## src/hdl/clnw_pkg.sv

```systemverilog
// shared types, constants and the start-up command table for the lcd nibble writer
// no dependencies; imported by every module of the block
package clnw_pkg;

   localparam int STEP_WAIT_W     = 10;
   localparam int WAIT_W          = 11;
   localparam int START_BYTES     = 6;
   localparam int STATES_PER_BYTE = 6;
   localparam int IDX_W           = $clog2(START_BYTES);
   localparam int PHASE_W         = $clog2(STATES_PER_BYTE);
   localparam int QUEUE_DEPTH     = 2;

   localparam logic [IDX_W-1:0]       LAST_IDX        = IDX_W'(START_BYTES - 1);
   localparam logic [PHASE_W-1:0]     LAST_PHASE      = PHASE_W'(STATES_PER_BYTE - 1);
   localparam logic [STEP_WAIT_W-1:0] STEP_WAIT_RESET = STEP_WAIT_W'(1);

   // input op codes
   localparam logic OP_WRITE = 1'b0;
   localparam logic OP_INIT  = 1'b1;

   typedef struct packed {
      logic       op;
      logic [7:0] data;
      logic       is_char;
   } req_type;

   typedef struct packed {
      logic              reg_select;
      logic              enable;
      logic [3:0]        nibble;
      logic [WAIT_W-1:0] wait_units;
      logic              last;
   } rsp_type;

   // one byte to put on the bus, as queued between front and back
   typedef struct packed {
      logic [7:0] data;
      logic       rs;
      logic       fin;   // last byte of its input item
      logic       dbl;   // final state holds twice as long
   } job_type;

   typedef struct packed {
      logic    push;
      job_type job;
   } push_type;

   typedef struct packed {
      logic full;
      logic not_empty;
   } queue_status_type;

   function automatic logic [7:0] start_byte(input logic [IDX_W-1:0] idx);
      logic [7:0] b;
      unique case (idx)
         3'd0:    b = 8'h33;
         3'd1:    b = 8'h32;
         3'd2:    b = 8'h06;
         3'd3:    b = 8'h0C;
         3'd4:    b = 8'h28;
         default: b = 8'h01;
      endcase
      return b;
   endfunction

endpackage

```

## src/hdl/clnw_front.sv

```systemverilog
// front end: accepts commands and splits them into byte jobs for the queue
// depends on clnw_pkg
module clnw_front (
   input  logic                      clock,
   input  logic                      reset,
   input  logic                      start,
   output logic                      busy,
   input  clnw_pkg::req_type         req_item,
   input  clnw_pkg::queue_status_type q_status,
   output clnw_pkg::push_type        push
);
   import clnw_pkg::*;

   typedef enum logic [1:0] {
      FR_IDLE = 2'b01,
      FR_INIT = 2'b10
   } fr_state_type;

   fr_state_type     state_ff, state_in;
   logic [IDX_W-1:0] idx_ff, idx_in;
   logic             accept;

   assign busy   = (state_ff == FR_INIT) || q_status.full;
   assign accept = start && !busy;

   always_comb begin
      state_in      = state_ff;
      idx_in        = idx_ff;
      push.push     = 1'b0;
      push.job.data = req_item.data;
      push.job.rs   = req_item.is_char;
      push.job.fin  = 1'b1;
      push.job.dbl  = 1'b0;
      unique case (state_ff)
         FR_IDLE: begin
            if (accept) begin
               push.push = 1'b1;
               if (req_item.op == OP_INIT) begin
                  push.job.data = start_byte('0);
                  push.job.rs   = 1'b0;
                  push.job.fin  = 1'b0;
                  state_in      = FR_INIT;
                  idx_in        = IDX_W'(1);
               end
            end
         end
         FR_INIT: begin
            push.job.data = start_byte(idx_ff);
            push.job.rs   = 1'b0;
            push.job.fin  = (idx_ff == LAST_IDX);
            push.job.dbl  = (idx_ff == LAST_IDX);
            if (!q_status.full) begin
               push.push = 1'b1;
               idx_in    = idx_ff + 1'b1;
               if (idx_ff == LAST_IDX) begin
                  state_in = FR_IDLE;
               end
            end
         end
         default: begin
            state_in = FR_IDLE;
         end
      endcase
   end

   always_ff @(posedge clock) begin
      if (reset) begin
         state_ff <= FR_IDLE;
         idx_ff   <= '0;
      end else begin
         state_ff <= state_in;
         idx_ff   <= idx_in;
      end
   end

endmodule

```

## src/hdl/clnw_queue.sv

```systemverilog
// short job queue between front and back ends
// depends on clnw_pkg
module clnw_queue #(
   parameter int DEPTH = clnw_pkg::QUEUE_DEPTH
) (
   input  logic                      clock,
   input  logic                      reset,
   input  clnw_pkg::push_type        push,
   input  logic                      pop,
   output clnw_pkg::job_type         head,
   output clnw_pkg::queue_status_type status
);
   import clnw_pkg::*;

   localparam int PTR_W = (DEPTH > 1) ? $clog2(DEPTH) : 1;
   localparam int CNT_W = $clog2(DEPTH + 1);

   job_type          mem_ff [DEPTH];
   logic [PTR_W-1:0] wr_ptr_ff, wr_ptr_in;
   logic [PTR_W-1:0] rd_ptr_ff, rd_ptr_in;
   logic [CNT_W-1:0] count_ff, count_in;
   logic             do_push, do_pop;

   assign status.full      = (count_ff == CNT_W'(DEPTH));
   assign status.not_empty = (count_ff != '0);
   assign head             = mem_ff[rd_ptr_ff];

   assign do_push = push.push && !status.full;
   assign do_pop  = pop && status.not_empty;

   always_comb begin
      wr_ptr_in = wr_ptr_ff;
      rd_ptr_in = rd_ptr_ff;
      count_in  = count_ff;
      if (do_push) begin
         wr_ptr_in = (wr_ptr_ff == PTR_W'(DEPTH - 1)) ? '0 : wr_ptr_ff + 1'b1;
      end
      if (do_pop) begin
         rd_ptr_in = (rd_ptr_ff == PTR_W'(DEPTH - 1)) ? '0 : rd_ptr_ff + 1'b1;
      end
      if (do_push && !do_pop) begin
         count_in = count_ff + 1'b1;
      end else if (do_pop && !do_push) begin
         count_in = count_ff - 1'b1;
      end
   end

   always_ff @(posedge clock) begin
      if (do_push) begin
         mem_ff[wr_ptr_ff] <= push.job;
      end
   end

   always_ff @(posedge clock) begin
      if (reset) begin
         wr_ptr_ff <= '0;
         rd_ptr_ff <= '0;
         count_ff  <= '0;
      end else begin
         wr_ptr_ff <= wr_ptr_in;
         rd_ptr_ff <= rd_ptr_in;
         count_ff  <= count_in;
      end
   end

endmodule

```

## src/hdl/clnw_back.sv

```systemverilog
// back end: plays each queued byte out as six pin states, one a cycle
// depends on clnw_pkg
module clnw_back (
   input  logic                               clock,
   input  logic                               reset,
   input  clnw_pkg::job_type                  head,
   input  clnw_pkg::queue_status_type         q_status,
   input  logic [clnw_pkg::STEP_WAIT_W-1:0]   step_wait,
   output logic                               pop,
   output logic                               rsp_strobe,
   output clnw_pkg::rsp_type                  rsp_item
);
   import clnw_pkg::*;

   logic [PHASE_W-1:0]     phase_ff, phase_in;
   logic                   strobe_ff, strobe_in;
   rsp_type                rsp_ff, rsp_in;
   logic [STEP_WAIT_W-1:0] hold;
   logic                   hi_half;
   logic                   end_phase;

   // zero step wait behaves as one
   assign hold      = (step_wait == '0) ? STEP_WAIT_W'(1) : step_wait;
   assign hi_half   = (phase_ff < PHASE_W'(STATES_PER_BYTE / 2));
   assign end_phase = (phase_ff == LAST_PHASE);
   assign pop       = q_status.not_empty && end_phase;

   always_comb begin
      phase_in          = phase_ff;
      strobe_in         = q_status.not_empty;
      rsp_in.reg_select = head.rs;
      rsp_in.enable     = (phase_ff == PHASE_W'(1)) || (phase_ff == PHASE_W'(4));
      rsp_in.nibble     = hi_half ? head.data[7:4] : head.data[3:0];
      rsp_in.wait_units = (head.dbl && end_phase) ? {hold, 1'b0} : {1'b0, hold};
      rsp_in.last       = head.fin && end_phase;
      if (q_status.not_empty) begin
         phase_in = end_phase ? '0 : phase_ff + 1'b1;
      end
   end

   always_ff @(posedge clock) begin
      if (reset) begin
         phase_ff  <= '0;
         strobe_ff <= 1'b0;
      end else begin
         phase_ff  <= phase_in;
         strobe_ff <= strobe_in;
      end
   end

   always_ff @(posedge clock) begin
      rsp_ff <= rsp_in;
   end

   assign rsp_strobe = strobe_ff;
   assign rsp_item   = rsp_ff;

endmodule

```

## src/hdl/char_lcd_nibble_writer.sv

```systemverilog
// top level of the character lcd 4-bit bus writer
// depends on clnw_pkg, clnw_front, clnw_queue, clnw_back
// usage
//   command channel: pulse start with req_item while busy is low; the beat is
//   taken on that edge. op write sends one byte (data, is_char as register
//   select); op init sends the six start-up commands 33 32 06 0C 28 01
//   result channel: rsp_strobe is high for one cycle per pin state, with
//   rs, enable, d4..d7, hold time in step units and a last flag in rsp_item
//   the receiver has no back-pressure: every strobed beat is taken
//   config channel: csr_data written when csr_valid and csr_ready (always
//   ready); holds step_wait, reset value 1, zero acts as one
// timing
//   the first pin state strobes once its job has passed the job queue and
//   the output registers; a byte write gives 6 states, init gives 36;
//   the back end drains one state per cycle while the queue holds a job,
//   stepping its six-phase counter; new commands are taken meanwhile
//   busy rises while init is being split up or the job queue is full
// reset
//   synchronous, clears front state, queue pointers and the output strobe;
//   step_wait returns to 1
module char_lcd_nibble_writer #(
   parameter int QUEUE_DEPTH = clnw_pkg::QUEUE_DEPTH
) (
   input  logic                             clock,
   input  logic                             reset,
   // command channel
   input  logic                             start,
   output logic                             busy,
   input  clnw_pkg::req_type                req_item,
   // pin-state results
   output logic                             rsp_strobe,
   output clnw_pkg::rsp_type                rsp_item,
   // step wait register
   input  logic                             csr_valid,
   output logic                             csr_ready,
   input  logic [clnw_pkg::STEP_WAIT_W-1:0] csr_data
);
   import clnw_pkg::*;

   logic [STEP_WAIT_W-1:0] step_wait_ff, step_wait_in;
   push_type               push;
   job_type                head;
   queue_status_type       q_status;
   logic                   pop;

   // register port never stalls
   assign csr_ready    = 1'b1;
   assign step_wait_in = (csr_valid && csr_ready) ? csr_data : step_wait_ff;

   always_ff @(posedge clock) begin
      if (reset) begin
         step_wait_ff <= STEP_WAIT_RESET;
      end else begin
         step_wait_ff <= step_wait_in;
      end
   end

   // front: takes command beats, init expands into six byte jobs
   clnw_front u_front (
      .clock    (clock),
      .reset    (reset),
      .start    (start),
      .busy     (busy),
      .req_item (req_item),
      .q_status (q_status),
      .push     (push)
   );

   // decouples the splitter from the pin sequencer
   clnw_queue #(
      .DEPTH (QUEUE_DEPTH)
   ) u_queue (
      .clock  (clock),
      .reset  (reset),
      .push   (push),
      .pop    (pop),
      .head   (head),
      .status (q_status)
   );

   // back: six pin states per byte, registered onto the result ports
   clnw_back u_back (
      .clock      (clock),
      .reset      (reset),
      .head       (head),
      .q_status   (q_status),
      .step_wait  (step_wait_ff),
      .pop        (pop),
      .rsp_strobe (rsp_strobe),
      .rsp_item   (rsp_item)
   );

endmodule

```

## config.mk

```make
export PLATFORM = sky130hd
export DESIGN_NAME = char_lcd_nibble_writer
export DESIGN_NICKNAME = d
export VERILOG_FILES = /design/src/hdl/clnw_pkg.sv /design/src/hdl/clnw_front.sv /design/src/hdl/clnw_queue.sv /design/src/hdl/clnw_back.sv /design/src/hdl/char_lcd_nibble_writer.sv
export SDC_FILE = /design/constraint.sdc
export NUM_CORES = 1
export LEC_CHECK = 0
export ABC_CLOCK_PERIOD_IN_PS = 2650
export BUFFER_PORTS_ARGS = -buffer_cell sky130_fd_sc_hd__buf_2
export CAP_MARGIN = 20
export CORE_MARGIN = 3
export CORE_UTILIZATION = 40
export CTS_BUF_LIST = sky130_fd_sc_hd__clkbuf_16
export CTS_CLUSTER_DIAMETER = 40
export CTS_CLUSTER_SIZE = 16
export DETAILED_ROUTE_END_ITERATION = 8
export GPL_TIMING_DRIVEN = 0
export MAX_ROUTING_LAYER = met4
export SLEW_MARGIN = 10
export SYNTH_ARGS = -nofsm -noshare
export SYNTH_HDL_FRONTEND = slang
export SYNTH_HIERARCHICAL = 1
export SYNTH_SLANG_ARGS = --single-unit
```

## constraint.sdc

```tcl
create_clock -name clock -period 2.65 [get_ports clock]
set_input_delay 0.265 -clock clock [delete_from_list [all_inputs] [get_ports clock]]
set_output_delay 0.265 -clock clock [all_outputs]
set_load 0.005 [all_outputs]
```

# Word-level counts from Yosys, hierarchy flattened
# Memories as Yosys holds them, arrays and structs flattened. A register that Yosys moved wholly into a read port is not among the register bits.
# Index checks and enable logic that the tools add are counted.
# Widths: inputs -> output; s select.
totals:
  ff_bits: 41
  mem_bits_rw: 22
  input_bits: 24
  out_inout_bits: 21
  word_cells: 86
  n_memories: 1
mem_list:
  columns: ["name", "depth", "word_bits", "rd", "rd_ports_with_merged_regs", "wr", "line_no", "source"]
  rows:
  - ["u_queue.mem_ff", 2, 11, 1, 1, 1, "clnw_queue.sv:18", "job_type mem_ff [DEPTH];"]
op_classes:
  addsub: 6
  order_cmp: 1
  eq_ne: 15
  mux: 27
  n_reduce_logical: 21
ops:
  columns: ["cell", "n"]
  rows:
  - ["$mux 10", 3]
  - ["$pmux 6 s5", 1]
  - ["$pmux 11 s2", 1]
  - ["$eq 3x3->1 const B", 4]
  - ["$mux 2", 6]
  - ["$mux 3", 4]
  - ["$mux 11", 1]
  - ["$logic_not 10->1", 1]
  - ["$logic_and 1x1->1", 8]
  - ["$mux 1", 8]
  - ["$reduce_and 4->1", 2]
  - ["$add 3x1->3 const B", 2]
  - ["$eq 3x1->1 const B", 2]
  - ["$eq 3x2->1 const B", 2]
  - ["$ne 2x2->1 const B", 3]
  - ["$pmux 3 s2", 1]
  - ["$reduce_bool 2->1", 3]
  - ["$eq 2x2->1 const B", 2]
  - ["$logic_not 1->1", 4]
  - ["$mux 4", 1]
  - ["$pmux 2 s2", 1]
  - ["$logic_not 3->1", 1]
  - ["$lt 3x2->1 const B", 1]
  - ["$add 1x1->1 const B", 2]
  - ["other kinds (5)", 6]

# Depth between registers and ports, before layout
# Gate-level depths: netlist (run 1).
logic_depth:
  depth_word: 11
  mapped_depth: 11
  ltp_nobuf: 10

# Cells and area by module
# The synthesis (run 1) kept the hierarchy.
by_module_without_submodules:
  columns: ["mod", "n_inst", "cells_per_inst", "area_per_inst_um2", "seq_area_each_um2"]
  rows:
  - ["clnw_queue", 1, 59, 1009.7, 760.7]
  - ["clnw_back", 1, 62, 764.5, 440.4]
  - ["clnw_front", 1, 74, 586.8, 100.1]
  - ["char_lcd_nibble_writer", 1, 34, 366.6, 200.2]

# Least setup slack after synthesis (run 1)
# Ideal clock, no wire load.
synth_path:
  path_type: "reg2reg"
  from: "register u_front.state_ff[0]"
  to: "memory u_queue/mem_ff[0][0] (netlist name), enable pin"
  setup_ps: 339
  t_arrival_ps: 1540
  setup_slack_ps: 771
  stages_incl_launch_ff: 7
  n_path_buf: 0
  synth_period_minus_slack_ps: 1879
  path_cell_list: "dfxtp_1 -> inv_1 -> ha_1 -> nor3_1 -> inv_1 -> or3_1 -> inv_1"
synth_rtl:
  columns: ["element", "line_no", "source"]
  rows:
  - ["from (decl)", "clnw_front.sv:19", "fr_state_type state_ff, state_in;"]
  - ["from (signal assigned)", "clnw_front.sv:71", "state_ff <= state_in;"]
  - ["to (decl)", "clnw_queue.sv:18", null]

==> flow_summary.toml, run 1 <==
[grt]
first_global_vias = 1686
grt_max_degree = 14
grt_pass1_wl_um = 7624
grt_usage_pct = 13.41
antenna_found_initial = 0
grt-ovfl-total = 0

[synthesis]
synth.top_cell.area_share_pct = 30.83
synth_edf_count = 22
synth_top_family_by_area = "multiplexers"
synth_cells = 229
synth_xor_xnor_area_share_pct = 1.606
yosysSeqAreaShare_pct = 55.05
async_flop_share_pct = 0
syn_nets = 261
syn-cell-area_um2 = 2728
synth_area_leaders = "dfxtp_1, edfxtp_1, mux2_2"
avgSynthCellArea_um2 = 11.91
synth_fa_ha_area_share_pct = 3.670
synth_compound_area_share_pct = 8.073
synthMuxAreaShare_pct = 15.28
synth_top_cell_by_area = "dfxtp_1"
ys.flop_type = "dfxtp_1"
ys_ff_latch = 64
ys_types = 42
synth_warnings = 6
yosys.area_share.simple_pct = 11.93

[timing]
max_slew_margin_pct = 61.97
final_max_slew_viol_count = 0
grt_setup_unrepaired = "false"
max_freq_mhz = 474.5
finalHoldViolCount = 0
fin_skew_ps = 8.278
tightest_slew_ps = 570.4
period_share_pct = 79.52
period_minus_slack_ps = 2107
worst_slack_ps = 542.6
hold_ws_ps = 143.2
setup_viol = 0
tns_ps = 0

[cts]
cts_tree = "yes"
clock_latency_ps = 320
cts.clk_slew.worst_paths_ps = 60
h-tree-depth = 3
cts_buffers = 9
cts_resized = 0
hold_buffers = 0
post_cts_buffers = 0
clockBufferDepth = 2
cts_num_sinks = 64
cts_root_buf = "clkbuf_16"

[routing]
route.met2.wl_um = 2230
drtAntennaViolNets = 0
post_drt_wl_per_cell_um = 12.97
wl_um = 4733
drt-initial-drc-count = 42
drcViolationCount = 0
dr_wl_met3_um = 238
vias = 1776
drt-met1-wl_um = 2238
avgViaCountPerCell = 4.866
firstDrtPassIters = 4
maxUsedRoutingLayer = "met4"

[placed_design]
hpwl_um = 3289
portBuffers = 43
place_ws_ps = 511.4
gp_congestion = 0.7638

[finish]
antenna_cells = 0
final_common_cell = "buf_2"
n_fill_cell = 566
area_growth_pct = 23.21
num-nets-final = 315
final_cell_mix = "buf_2, dfxtp_1, nor2_1"
drive_gt1_share_pct = 34.72

[worst_setup_path]
reg2reg_slack_ps = 540
crit_fanout = 11
crit_path_end_kind = "flip-flop"
critPathArrivalTime_ps = 2070
cp-start-kind = "flip-flop"
required_ps = 2610
criticalPathCategory = "reg -> reg"

[power_and_ir_drop]
ir_drop_uv = 513.4
p_leak_uw = 0.001434
p_per_area_nw_per_um2 = 1013

[die]
initial_core_util_pct = 42.00
fp.dieH_um = 88.58
die-area_um2 = 7846
core_area_um2 = 6495
io_pins = 45
fp.dieW_um = 88.58
row_count = 29

[worst_hold_path]
min_path_type = "in -> reg"

[flow_run]
drv_cap = 0

[run_status]
status = "complete, no violations"
sequential cells by signal, summed over array words and instances, names as in the netlist, named ones only:
name               flops
u_queue/mem_ff        22
u_back/rsp_item       18
step_wait_ff          10
u_back/phase_ff        3
u_front/idx_ff         3
u_front/state_ff       2
u_queue/count_ff       2
u_back/rsp_strobe      1
u_queue/rd_ptr_ff      1
u_queue/wr_ptr_ff      1
cell families (layout without fill, tap and decap cells):
family / Yosys count / after routing
buffers and inverters: 21 / 80
flip-flops: 64 / 64
adder cells (fa/ha/maj): 8 / 8
XOR/XNOR: 5 / 5
AND/OR/NAND/NOR: 61 / 61
multiplexers: 36 / 36
AO/OA/AOI/OAI: 33 / 33
other: 1 / 1
worst max-delay path, stage by stage (launching register included):
cell and delay (ps):
dfxtp_1 350, inv_1 50, ha_1 340, nor3_1 190
inv_1 80, or3_1 370, inv_1 370
metrics by stage:
stage                     util, %  std cells  instance area [µm²]  total power (µW)
after floorplan                 -        229                 2728              1970
after global placement      46.79        349                 3039              2182
after detailed placement    46.79        349                 3039              2195
after CTS                   51.74        365                 3361              3446
after global routing        51.74        365                 3361              3600
final                       51.74        365                 3361              3406
area by class of cell:
type                       instances  area [µm²]  area share, %
buffer                            10       75.07          2.234
multi-input combinational        144        1110          33.02
inverter                          11       41.29          1.229
sequential                        64        1501          44.68
tap                               77       96.34          2.867
clock buffer                      10       250.2          7.446
timing repair buffer              43       215.2          6.404
clock inverter                     6       71.32          2.122
where the power goes:
part	internal [µW]	total, µW	switching (µW)
Clock	795	1240	443
Sequential	1280	1350	69.0
Combinational	375	821	446
metal layers:
layer / global-route usage, % / up-vias
met4: 5.357 / 0
li1: - / 917
met2: 21.01 / 41
met1: 15.96 / 814
met3: 4.376 / 4
met5: - / -
cell usage after synthesis (2+ instances only):
cell type / instances
a21oi_1: 14
and2_1: 3
buf_2: 3
buf_6: 4
dfxtp_1: 42
edfxtp_1: 22
ha_1: 8
inv_1: 11
mux2_2: 17
mux2_4: 7
mux2i_1: 12
nand2_1: 5
nand2b_1: 3
nor2_1: 28
nor2b_1: 5
nor3_1: 5
o21ai_0: 3
o22ai_1: 3
o32ai_1: 5
or2_2: 3
or3_1: 2
xnor2_1: 2
xor2_1: 3
path summary, 6_finish.rpt:
| kind | from | end | cells past startpoint |
|---|---|---|---|
| setup / recovery | u_front/state_ff[0] | u_queue/mem_ff[0][0] | 6 |
| hold / removal | csr_data[0] | step_wait_ff[0] | 2 |
| setup reg to reg | u_front/state_ff[0] | u_queue/mem_ff[0][0] | 6 |
| hold reg to reg | u_queue/mem_ff[0][2] | u_back/rsp_item[17] | 1 |
Power figures use the tool's default switching activity.
==> run 2, diff against run 1 <==
- ABC_AREA: not set -> 1
- ABC_CLOCK_PERIOD_IN_PS: 2650 -> 1700
- clock period: 2.65 -> 1.7 ns (I/O delays scaled with it)
==> flow_summary.toml, run 2 <==
[placed_design]
hpwl_um = 3678
gp_congestion = 0.8164
portBuffers = 42

[routing]
vias = 2196
avgViaCountPerCell = 4.401
drcViolationCount = 0
post_drt_wl_per_cell_um = 10.22
wl_um = 5102
drtAntennaViolNets = 0
firstDrtPassIters = 4
drt-initial-drc-count = 78

[timing]
final_max_slew_viol_count = 0
max_slew_margin_pct = 65.82
period_minus_slack_ps = 1699
fin_skew_ps = 5.078
hold_ws_ps = 68.28
period_share_pct = 99.94
tightest_slew_ps = 508.8
max_freq_mhz = 588.6
finalHoldViolCount = 0
setup_viol = 0
grt_setup_unrepaired = "true"

[synthesis]
synth_warnings = 6
ys_types = 34
synth_cells = 337
syn-cell-area_um2 = 2878
synth_area_leaders = "dfxtp_1, edfxtp_1, nand2_1"
synth_most_common_cell = "nand2_1"
async_flop_share_pct = 0
synth.top_cell.area_share_pct = 29.22
yosysSeqAreaShare_pct = 52.17
synthTopCellsByCount = "nand2_1, inv_1, nor2_1, dfxtp_1, edfxtp_1"
synth_top_cell_by_area = "dfxtp_1"
syn_nets = 369
synth_edf_count = 22
ys_ff_latch = 64
avgSynthCellArea_um2 = 8.539
ys.flop_type = "dfxtp_1"

[worst_setup_path]
cp_top_family = "adder cells"
cp_common_cell = "inv_2"
cp_cell_sequence = "inv_2 -> ha_4 -> nor2_4 -> nor3_2 -> o21ai_1 -> inv_1 -> o21ai_4 -> inv_2 -> ha_4 -> inv_2 -> nand4_1 -> nand2_1 -> nor2_1"
cp_slowest_cell = "dfxtp_2"
criticalPathCategory = "reg -> reg"
cp-start-kind = "flip-flop"
critPathMaxStageDelay_ps = 350
required_ps = 1920
critPathArrivalTime_ps = 1920
crit_fanout = 4
crit_path_end_kind = "flip-flop"
crit_buf_inv = 4

[grt]
grt_pass1_wl_um = 8569
grt-ovfl-total = 0
antenna_found_initial = 0
grt_max_degree = 13
grt_usage_pct = 13.54
first_global_vias = 1965

[finish]
largest_reg_flops = 22
final_cell_mix = "nand2_1, inv_1, nor2_1, buf_2, dfxtp_1"
antenna_cells = 0
finish.utilization_pct = 53.97
final_common_cell = "nand2_1"
n_fill_cell = 668
top_register = "u_queue/mem_ff"
area_growth_pct = 28.83
drive_gt1_share_pct = 30.27
num-nets-final = 430

[power_and_ir_drop]
ir_drop_uv = 935.7
p_per_area_nw_per_um2 = 1563
p_leak_uw = 0.001757
p_total_uw = 5793

[cts]
cts_tree = "yes"
hold_buffers = 0
clockBufferDepth = 2
cts_num_sinks = 64
clock_latency_ps = 320
cts_buffers = 9
cts.clk_slew.worst_paths_ps = 60
cts_root_buf = "clkbuf_16"
h-tree-depth = 3

[die]
fp.dieH_um = 90.82
die-area_um2 = 8248
row_count = 30
io_pins = 45
core_area_um2 = 6869
fp.dieW_um = 90.82
initial_core_util_pct = 41.89

[flow_run]
drv_cap = 0

[run_status]
status = "complete, no violations"

[worst_hold_path]
min_path_type = "in -> reg"
==> run 2: cell count changes in the layout (fill, tap and decap cells not counted), sizes merged, moves of 5 or more <==
cell | before | now
mux2i | 12 | 0
nor2 | 28 | 51
a21oi | 14 | 8
o21ai | 3 | 19
nand3 | 0 | 8
nor2b | 6 | 0
inv | 14 | 59
nand2 | 5 | 89
o32ai | 5 | 0
mux2 | 24 | 11
==> run 2: area by class of cell <==
type | count | area, µm² | area share (%)
Multi-Input combinational cell | 209 | 1195 | 32.23
Timing Repair Buffer | 50 | 295.3 | 7.965
Tap cell | 96 | 120.1 | 3.240
Inverter | 59 | 222.7 | 6.007
Clock buffer | 10 | 250.2 | 6.750
Clock inverter | 6 | 63.81 | 1.721
Sequential cell | 64 | 1508 | 40.67
Buffer | 5 | 52.55 | 1.417
==> run 2: cell families after synthesis <==
| group | after synthesis | synth area share (%) |
|---|---|---|
| buf+inv | 64 | 9.565 |
| simple gates | 158 | 22.96 |
| mux | 11 | 5.609 |
| fa+ha+maj | 8 | 3.478 |
| other cells | 1 | 0.1303 |
| flops | 64 | 52.17 |
| compound gates | 31 | 6.087 |
==> run 2: stage by stage <==
step	TNS [ps]	instance area [µm²]	instances	worst slack [ps]
2_1_floorplan	0	2902	337	3.626
3_3_place_gp	-4744	3232	475	-211.1
3_5_place_dp	-5279	3232	475	-236.6
4_1_cts	0	3630	495	6.334
5_1_grt	-180.8	3707	499	-104.7
6_report	0	3707	499	0.9472
==> run 2: what timing repair did <==
item / CTS / global route
buffers inserted: 4 / 4
gates resized for setup: 11 / 11
pin swaps: 3 / 9
endpoints found under the setup margin: 24 / 28
==> run 2: worst paths after layout <==
path	end	slack, ps	from	cells after the start
worst min register to register	u_back/rsp_item[17]	470	u_queue/mem_ff[1][2]	1
worst max register to register	u_queue/count_ff[1]	0.9	u_front/state_ff[0]	13
worst min-delay path	step_wait_ff[0]	70	csr_data[0]	3
worst max-delay path	u_queue/count_ff[1]	0.9	u_front/state_ff[0]	13
==> run 2: per-layer routing <==
metal	wire length (µm)	vias to the layer above	GRT usage [%]
met2	2373	38	20.63
met1	2410	972	16.62
met3	186	12	2.833
met4	131	0	7.915
li1	-	1174	-
met5	0	-	-
==> run 2: power breakdown <==
part	internal [µW]	switching, µW
sequential	2040	153
combinational	798	924
clock	1230	657
==> run 2: tightest hold or removal path, cell delays in order <==
cell	delay, ps
buf_2	70
nand2_1	50
nand3_1	70
==> run 3, diff against run 2 <==
--- a/config.mk
+++ b/config.mk
@@ -17,2 +17,3 @@
 export DETAILED_ROUTE_END_ITERATION = 8
+export GPL_ROUTABILITY_DRIVEN = 0
 export GPL_TIMING_DRIVEN = 0
--- a/constraint.sdc
+++ b/constraint.sdc
@@ -3,2 +3,2 @@
 set_output_delay 0.17 -clock clock [all_outputs]
-set_load 0.005 [all_outputs]
+set_load 0.1 [all_outputs]
==> flow_summary.toml, run 3 (synthesis gave the netlist of run 2 again) <==
[timing]
grt_setup_unrepaired = "true"
hold_ws_ps = 65.50
setup_viol = 0
max_freq_mhz = 593.8
period_share_pct = 99.07
finalHoldViolCount = 0
fin_skew_ps = 3.701
final_max_slew_viol_count = 0
period_minus_slack_ps = 1684

[placed_design]
portBuffers = 42
hpwl_um = 3711

[worst_setup_path]
required_ps = 1740
critPathMaxStageDelay_ps = 360
criticalPathCategory = "reg -> reg"
critPathArrivalTime_ps = 1720
cp_slowest_cell = "dfxtp_2"
cp_cell_sequence = "inv_2 -> ha_4 -> nor3_2 -> o21ai_1 -> inv_1 -> o21ai_4 -> buf_12 -> nor2_4 -> buf_12"
crit_buf_inv = 4
crit_fanout = 11
cp_common_cell = "buf_12"
crit_path_end_kind = "flip-flop"
cp-start-kind = "flip-flop"
cp_top_family = "buffers and inverters"

[die]
io_pins = 45
fp.dieH_um = 90.82
row_count = 30
core_area_um2 = 6869
fp.dieW_um = 90.82
initial_core_util_pct = 41.89
die-area_um2 = 8248

[routing]
firstDrtPassIters = 4
wl_um = 5406
avgViaCountPerCell = 4.314
post_drt_wl_per_cell_um = 10.75
vias = 2170
drt-initial-drc-count = 129
drcViolationCount = 0
drtAntennaViolNets = 0

[power_and_ir_drop]
p_leak_uw = 0.001789
p_per_area_nw_per_um2 = 1811
p_total_uw = 6829
ir_drop_uv = 1038

[finish]
final_cell_mix = "nand2_1, inv_1, nor2_1, buf_2, dfxtp_1"
top_register = "u_queue/mem_ff"
final_common_cell = "nand2_1"
num-nets-final = 434
antenna_cells = 0
area_growth_pct = 31.04
drive_gt1_share_pct = 31.70
n_fill_cell = 612
largest_reg_flops = 22

[cts]
hold_buffers = 0
cts_num_sinks = 64
cts.clk_slew.worst_paths_ps = 60
cts_buffers = 9
cts_tree = "yes"
h-tree-depth = 3
clock_latency_ps = 320
clockBufferDepth = 2
cts_root_buf = "clkbuf_16"

[grt]
grt-ovfl-total = 0
first_global_vias = 2036
grt_max_degree = 13
grt_usage_pct = 14.38
antenna_found_initial = 0
grt_pass1_wl_um = 9163

[flow_run]
drv_cap = 0

[worst_hold_path]
min_path_type = "in -> reg"

[run_status]
status = "complete, no violations"
-- run 3: metal layers --
layer  vias to the layer above  GRT usage (%)  share of wire [%]  routed length, µm
met1                       950          18.05                 47               2563
met4                         0          5.528               0.78                 42
met5                         -              -                  0                  0
met3                         4          4.500                4.2                229
met2                        38          21.74                 48               2570
li1                       1178              -                  -                  -
-- run 3: stage by stage --
step | cell area [µm²] | TNS, ps | setup WS [ps] | util (%) | std cells
floorplan | 2904 | 0 | 3.626 | - | 337
global placement | 3234 | -4664 | -207.9 | 47.09 | 475
detailed placement | 3234 | -5041 | -228.3 | 47.09 | 475
CTS | 3712 | 0 | 25.97 | 54.04 | 499
global route | 3771 | -1019 | -57.11 | 54.90 | 503
finish | 3771 | 0 | 15.82 | 54.90 | 503
-- run 3: path summary, 6_finish.rpt --
kind / slack [ps] / endpoint / startpoint / cells past startpoint
max: 20 / u_queue/mem_ff[0][3] / u_front/state_ff[0] / 9
min reg2reg: 470 / u_back/rsp_item[17] / u_queue/mem_ff[0][2] / 1
max reg2reg: 20 / u_queue/mem_ff[0][3] / u_front/state_ff[0] / 9
min: 70 / step_wait_ff[0] / csr_data[0] / 3
-- run 3: worst reg2reg max path, delay by kind of cell, from the launching register on --
kind	cells	cell delay, ps
flops	1	360
buf+inv	4	420
compound gates	2	160
fa+ha+maj	1	220
simple gates	2	240
-- run 3: repair_timing --
action,in CTS,in global routing
setup buffers,8,4
resized for setup,14,14
setup endpoints to repair,25,28
endpoints found under the hold margin,0,0
pin swaps,5,8
-- run 3: report_power, final --
| part | total, µW | leakage, µW | internal, µW | switching, µW |
|---|---|---|---|---|
| clock | 1990 | 0.000167 | 1320 | 670 |
| combinational | 2650 | 0.00107 | 880 | 1770 |
| sequential | 2200 | 0.000552 | 2040 | 158 |
| total | 6830 | 0.00179 | 4230 | 2600 |
-- run 3: layout make-up --
class | count | area [µm²] | area share [%]
sequential | 64 | 1509 | 40.01
inverter | 59 | 225.2 | 5.972
tap | 96 | 120.1 | 3.185
clock inverter | 5 | 57.56 | 1.526
clock buffer | 11 | 275.3 | 7.299
timing repair buffer | 54 | 335.3 | 8.892
multi-input combinational | 209 | 1196 | 31.72
buffer | 5 | 52.55 | 1.393
